## src/rtl/bpeq_pkg.sv

```systemverilog
// Package: beat types, register map and reset values for the button press event qualifier.
`timescale 1ns / 1ps
package bpeq_pkg;

	typedef struct packed {
		logic        level_in;
		logic [31:0] now_ms;
	} bpeq_in_t;

	typedef struct packed {
		logic       press_event;
		logic [7:0] click_count;
		logic       long_flag;
		logic       repeat_flag;
		logic       level_now;
	} bpeq_out_t;

	localparam int unsigned ADDR_W = 4;
	localparam int unsigned DATA_W = 32;

	typedef enum logic [1:0] {
		REG_ENABLED      = 2'd0,
		REG_MULTI_WINDOW = 2'd1,
		REG_LONG_PRESS   = 2'd2,
		REG_REPEAT       = 2'd3
	} bpeq_reg_t;

	localparam logic        RST_ENABLED      = 1'b1;
	localparam logic [15:0] RST_MULTI_WINDOW = 16'd500;
	localparam logic [15:0] RST_LONG_PRESS   = 16'd1000;
	localparam logic [15:0] RST_REPEAT       = 16'd100;

endpackage

```

## src/rtl/button_press_event_qualifier_top.sv

```systemverilog
// Top level: button press event qualifier with long press, repeat and multi-click count.
`timescale 1ns / 1ps
// One poll beat (button level, millisecond timestamp) is taken each clock cycle while
// poll_stall is low and yields one result beat: the poll is registered, the button state
// update and event decision are combinational, and the result sits in an output register.
// Throughput is one poll per cycle unless result_stall holds it, set by the state register
// loop. A stalled result holds the output register; one further poll is still taken into
// the input register before poll_stall rises. Register writes are meant for idle time.
module button_press_event_qualifier_top (
	input  logic                          clk,
	input  logic                          arst_n,
	input  logic                          poll_valid,
	output logic                          poll_stall,
	input  bpeq_pkg::bpeq_in_t            poll_data,
	output logic                          result_valid,
	input  logic                          result_stall,
	output bpeq_pkg::bpeq_out_t           result_data,
	input  logic                          psel,
	input  logic                          penable,
	input  logic                          pwrite,
	input  logic [bpeq_pkg::ADDR_W-1:0]   paddr,
	input  logic [bpeq_pkg::DATA_W-1:0]   pwdata,
	output logic [bpeq_pkg::DATA_W-1:0]   prdata,
	output logic                          pready
);
	import bpeq_pkg::*;

	// configuration
	logic        enabled_q;
	logic [15:0] multi_window_q;
	logic [15:0] long_press_q;
	logic [15:0] repeat_q;
	bpeq_reg_t   reg_sel;
	logic        cfg_wr;

	// pipeline
	logic      valid_s1;
	bpeq_in_t  poll_s1;
	logic      advance;
	logic      result_valid_q;
	bpeq_out_t result_q;

	// button state
	logic        last_level_q;
	logic [31:0] press_start_q;
	logic [31:0] first_press_q;
	logic [7:0]  clicks_q;
	logic        long_held_q;
	logic        repeating_q;

	logic        last_level_d;
	logic [31:0] press_start_d;
	logic [31:0] first_press_d;
	logic [7:0]  clicks_d;
	logic        long_held_d;
	logic        repeating_d;
	logic        event_d;

	logic [31:0] window_age;
	logic [31:0] hold_age;
	logic [7:0]  clicks_base;
	logic [7:0]  clicks_inc;

	assign pready  = 1'b1;
	assign reg_sel = bpeq_reg_t'(paddr[ADDR_W-1:2]);
	assign cfg_wr  = psel && penable && pwrite && pready;

	always_comb begin
		prdata = '0;
		unique case (reg_sel)
			REG_ENABLED:      prdata = {{(DATA_W-1){1'b0}}, enabled_q};
			REG_MULTI_WINDOW: prdata = {{(DATA_W-16){1'b0}}, multi_window_q};
			REG_LONG_PRESS:   prdata = {{(DATA_W-16){1'b0}}, long_press_q};
			REG_REPEAT:       prdata = {{(DATA_W-16){1'b0}}, repeat_q};
			default:          prdata = '0;
		endcase
	end

	always_ff @(posedge clk or negedge arst_n) begin
		if (!arst_n) begin
			enabled_q      <= RST_ENABLED;
			multi_window_q <= RST_MULTI_WINDOW;
			long_press_q   <= RST_LONG_PRESS;
			repeat_q       <= RST_REPEAT;
		end else if (cfg_wr) begin
			unique case (reg_sel)
				REG_ENABLED:      enabled_q      <= pwdata[0];
				REG_MULTI_WINDOW: multi_window_q <= pwdata[15:0];
				REG_LONG_PRESS:   long_press_q   <= pwdata[15:0];
				REG_REPEAT:       repeat_q       <= pwdata[15:0];
				default: ;
			endcase
		end
	end

	// handshake
	assign advance      = valid_s1 && (!result_valid_q || !result_stall);
	assign poll_stall   = valid_s1 && !advance;
	assign result_valid = result_valid_q;
	assign result_data  = result_q;

	always_ff @(posedge clk or negedge arst_n) begin
		if (!arst_n) begin
			valid_s1       <= 1'b0;
			result_valid_q <= 1'b0;
		end else begin
			if (!poll_stall)
				valid_s1 <= poll_valid;
			if (advance)
				result_valid_q <= 1'b1;
			else if (!result_stall)
				result_valid_q <= 1'b0;
		end
	end

	always_ff @(posedge clk) begin
		if (!poll_stall && poll_valid)
			poll_s1 <= poll_data;
	end

	// state update for the poll in s1
	assign window_age  = poll_s1.now_ms - first_press_q;
	assign hold_age    = poll_s1.now_ms - press_start_q;
	assign clicks_base = (window_age > {16'd0, multi_window_q}) ? 8'd0 : clicks_q;
	assign clicks_inc  = clicks_base + 8'd1;

	always_comb begin
		last_level_d  = last_level_q;
		press_start_d = press_start_q;
		first_press_d = first_press_q;
		clicks_d      = clicks_q;
		long_held_d   = long_held_q;
		repeating_d   = repeating_q;
		event_d       = 1'b0;
		if (enabled_q) begin
			last_level_d = poll_s1.level_in;
			clicks_d     = clicks_base;
			if (poll_s1.level_in) begin
				press_start_d = '0;
				long_held_d   = 1'b0;
				repeating_d   = 1'b0;
			end else if (last_level_q) begin
				press_start_d = poll_s1.now_ms;
				clicks_d      = clicks_inc;
				if (clicks_inc == 8'd1)
					first_press_d = poll_s1.now_ms;
				event_d = 1'b1;
			end else if (!long_held_q) begin
				if (hold_age > {16'd0, long_press_q}) begin
					long_held_d   = 1'b1;
					press_start_d = poll_s1.now_ms;
					event_d       = 1'b1;
				end
			end else if (hold_age > {16'd0, repeat_q}) begin
				repeating_d   = 1'b1;
				press_start_d = poll_s1.now_ms;
				event_d       = 1'b1;
			end
		end
	end

	always_ff @(posedge clk or negedge arst_n) begin
		if (!arst_n) begin
			last_level_q  <= 1'b1;
			press_start_q <= '0;
			first_press_q <= '0;
			clicks_q      <= '0;
			long_held_q   <= 1'b0;
			repeating_q   <= 1'b0;
		end else if (advance) begin
			last_level_q  <= last_level_d;
			press_start_q <= press_start_d;
			first_press_q <= first_press_d;
			clicks_q      <= clicks_d;
			long_held_q   <= long_held_d;
			repeating_q   <= repeating_d;
		end
	end

	always_ff @(posedge clk) begin
		if (advance) begin
			result_q.press_event <= event_d;
			result_q.click_count <= clicks_d;
			result_q.long_flag   <= long_held_d;
			result_q.repeat_flag <= repeating_d;
			result_q.level_now   <= last_level_d;
		end
	end

	// checks
	a_stall_only_when_full: assert property (@(posedge clk) disable iff (!arst_n)
		poll_stall |-> valid_s1)
		else $error("poll stalled with empty input register");

	a_no_event_released: assert property (@(posedge clk) disable iff (!arst_n)
		result_valid |-> !(result_data.press_event && result_data.level_now))
		else $error("event reported on a released level");

	a_release_clears_flags: assert property (@(posedge clk) disable iff (!arst_n)
		result_valid && result_data.level_now |->
			!result_data.long_flag && !result_data.repeat_flag)
		else $error("flags set while released");

	a_repeat_needs_long: assert property (@(posedge clk) disable iff (!arst_n)
		result_valid && result_data.repeat_flag |-> result_data.long_flag)
		else $error("repeat without long press");

	a_new_press_event: assert property (@(posedge clk) disable iff (!arst_n)
		advance && enabled_q && !poll_s1.level_in && last_level_q |=>
			result_valid && result_data.press_event)
		else $error("new press did not raise an event");

endmodule

```

## config.mk

```make
export PLATFORM = sky130hd
export DESIGN_NAME = button_press_event_qualifier_top
export DESIGN_NICKNAME = d
export VERILOG_FILES = /design/src/rtl/bpeq_pkg.sv /design/src/rtl/button_press_event_qualifier_top.sv
export SDC_FILE = /design/constraint.sdc
export NUM_CORES = 1
export LEC_CHECK = 0
export ABC_AREA = 1
export BUFFER_PORTS_ARGS = -buffer_cell sky130_fd_sc_hd__buf_2
export CORE_UTILIZATION = 28
export DETAILED_ROUTE_END_ITERATION = 16
export PLACE_DENSITY = 0.51
export SYNTH_ARGS = -nofsm -noshare
export SYNTH_HDL_FRONTEND = slang
export SYNTH_SLANG_ARGS = --single-unit
```

## constraint.sdc

```tcl
create_clock -name clk -period 8.46 [get_ports clk]
set_clock_uncertainty 0.1 [all_clocks]
set_input_delay 1.692 -clock clk [delete_from_list [all_inputs] [get_ports clk]]
set_output_delay 1.692 -clock clk [all_outputs]
set_load 0.01 [all_outputs]
```

==> flow_summary.ini <==
[yosys]
synth_area_um2 = 13200
synth_seq_area_share = 0.342
yosysTopAreaCell = dfrtp_1
synth.most_common_cell = nand2_1
synth_warnings = 0
synthArstFlopShare = 0.737
synth-edff-count = 45
synth_top_area_share = 0.206
synth.cells.most_frequent = nand2_1, inv_1, nor2_1
yosysUniqueCellTypes = 52
synth-seq-cells = 171
synth_area_leaders = dfrtp_1, nand2_1, ha_1, edfxtp_1, inv_1
synthCells = 1889
syn_area_per_cell_um2 = 7.01
synthFlopType = dfrtp_1

[grt]
grt_max_degree = 69
antenna_found_initial = 0
track_usage = 0.170
grt_first_pass_wirelength_um = 62800
overflow = 0
grt_pass1_vias = 11710

[die]
die-height_um = 219
die_w_um = 219
design.die.area_um2 = 48200
rows = 79
initial_utilization = 0.284
ioPinCount = 123
core_area_um2 = 46600

[layout]
area_growth_pct = 12.5
design_area_um2 = 14900
layout.cells.non_filler = 2587
diodes = 0
fin_util = 0.320
seq_area_um2 = 4530
multi_input_area_um2 = 7220
layout-drive-gt1-share = 0.102
nets = 2157
n_fill_cell = 5048

[routing]
via_per_inst = 4.67
first_iter_violations = 918
dr.pass1.iters = 5
wl_per_cell_um = 15.3
drc = 0
ant_nets = 0
totalWireLength_um = 39600
num_vias = 12070

[critical_path]
critPathKind = flop to flop
critPathRequiredTime_ps = 8710
end_kind = flop
reg2reg_from = poll_s1[1]
crit_slowest_cell = edfxtp_1
critPathLaunch = poll_s1[1]
worstPathMaxFanout = 32
crit_top_cell = nand2_1
cp_data_arrival_time_ps = 5880
worstSetupStartpointType = flop
max_stage_delay_ps = 530

[clocking]
postCtsSetupBuffers = 0
cts_root_buf = clkbuf_16
cts_sinks = 171
clock_latency_ps = 460
hold_buffers = 0
clkTransAtPathRegs_ps = 70
clockBufferDepth = 2
cts_htree_levels = 4
cts_buffers = 17
cts_tree = yes
post_cts_resize_count = 0

[place]
dpl.cell_count = 2555
place_area_um2 = 14300
dp_hpwl_um = 32000
dp_slack_ps = 2730
portBuffers = 87
gp_congestion = 0.944

[sta]
fin_crit_sh = 0.666
max_freq_mhz = 177
hold_viol = 0
period_minus_slack_ps = 5630
tightest_slew_ps = 1120
slew_violations = 0
tns_ps = 0
rsz0062_at_grt = false
slew_headroom = 0.251
finalWorstSetupSlack_ps = 2830
setup_viol = 0

[job]
drv_cap = 0

[worst_hold_path]
min_from = first_press_q[30]
hold_class = flop to flop

[pwr]
leakagePower_nw = 7.58
irDropWorstVdd_uv = 177
pwr_density_cell_nw_per_um2 = 334

[status]
outcome = finished, final reports clean
## area by class of cell
type | count | share of cell area
multi-input combinational | 1351 | 0.485
tap | 607 | 0.0510
clock inverter | 7 | 0.00655
clock buffer | 25 | 0.0363
timing repair buffer | 97 | 0.0347
sequential | 171 | 0.304
inverter | 329 | 0.0829
## metrics by stage
stage	power [mW]	hold WS, ps
after floorplan	3.37	334
after global placement	4.10	339
after detailed placement	4.14	358
after CTS	5.03	376
after global routing	5.51	386
final	4.98	371
## flip-flops by register name (all words and copies together) (netlist names), 8 cells and up
register,count
long_press_q,16
multi_window_q,16
press_start_q,32
result_data,12
repeat_q,16
poll_s1,33
first_press_q,32
clicks_q,8
## cells in the final DEF (no fill, tap or decap), types with 5 or more instances in the layout
| master | count |
|---|---|
| dfstp_2 | 17 |
| o21a_1 | 8 |
| nor2_1 | 115 |
| inv_1 | 307 |
| a21oi_1 | 93 |
| nor2_2 | 12 |
| nand4_1 | 50 |
| inv_2 | 19 |
| ha_1 | 112 |
| nor3_1 | 12 |
| xnor2_1 | 6 |
| conb_1 | 17 |
| o21ai_0 | 87 |
| nand2_2 | 9 |
| dfrtp_1 | 109 |
| nand3_1 | 99 |
| o21bai_1 | 7 |
| buf_4 | 10 |
| xor2_1 | 34 |
| edfxtp_1 | 45 |
| nor3_2 | 5 |
| buf_2 | 86 |
| clkbuf_16 | 21 |
| nand3_2 | 5 |
| o221ai_1 | 17 |
| nand2_1 | 624 |
## path summary, 6_finish.rpt
| path | end | slack [ps] | cells past startpoint |
|---|---|---|---|
| worst max register to register | first_press_q[3] | 2830 | 33 |
| worst min register to register | first_press_q[30] | 370 | 2 |
| max in group asynchronous | first_press_q[28] | 5820 | 2 |
| worst min-delay path | first_press_q[30] | 370 | 2 |
| worst max-delay path | first_press_q[3] | 2830 | 33 |
| min in group asynchronous | repeat_q[3] | 1100 | 1 |
## logic make-up (layout without fill, tap and decap cells)
kind of cell    after synthesis  in the layout  synth area share
xor+xnor                     40             40            0.0265
simple gates                947            947             0.304
compound gates              232            232            0.0991
mux                           1              1          0.000756
other cells                   2             17          0.000567
flops                       171            171             0.342
fa+ha+maj                   114            114             0.109
buf+inv                     382            458             0.118
## metal layers
| layer | global-route usage | share of wire |
|---|---|---|
| met4 | 0.0558 | 0.022 |
| met2 | 0.287 | 0.48 |
| met5 | 0 | 0 |
| met3 | 0.0264 | 0.034 |
| met1 | 0.221 | 0.47 |
## worst max-delay path: cells and delay by family, from the launching register on
family	cells	cell delay, ps
xor gates and xnor gates	1	110
adders and majority gates	3	1010
buffers and inverters	4	360
DFF	1	530
and+or+nand+nor	25	3360
## power by group
group | internal (mW) | leakage [nW] | switching [mW]
clock | 0.508 | 0.313 | 0.349
sequential | 1.11 | 2.02 | 0.144
combinational | 1.01 | 5.25 | 1.86
total | 2.63 | 7.58 | 2.35
No activity file was read; power rests on OpenSTA's default activity.
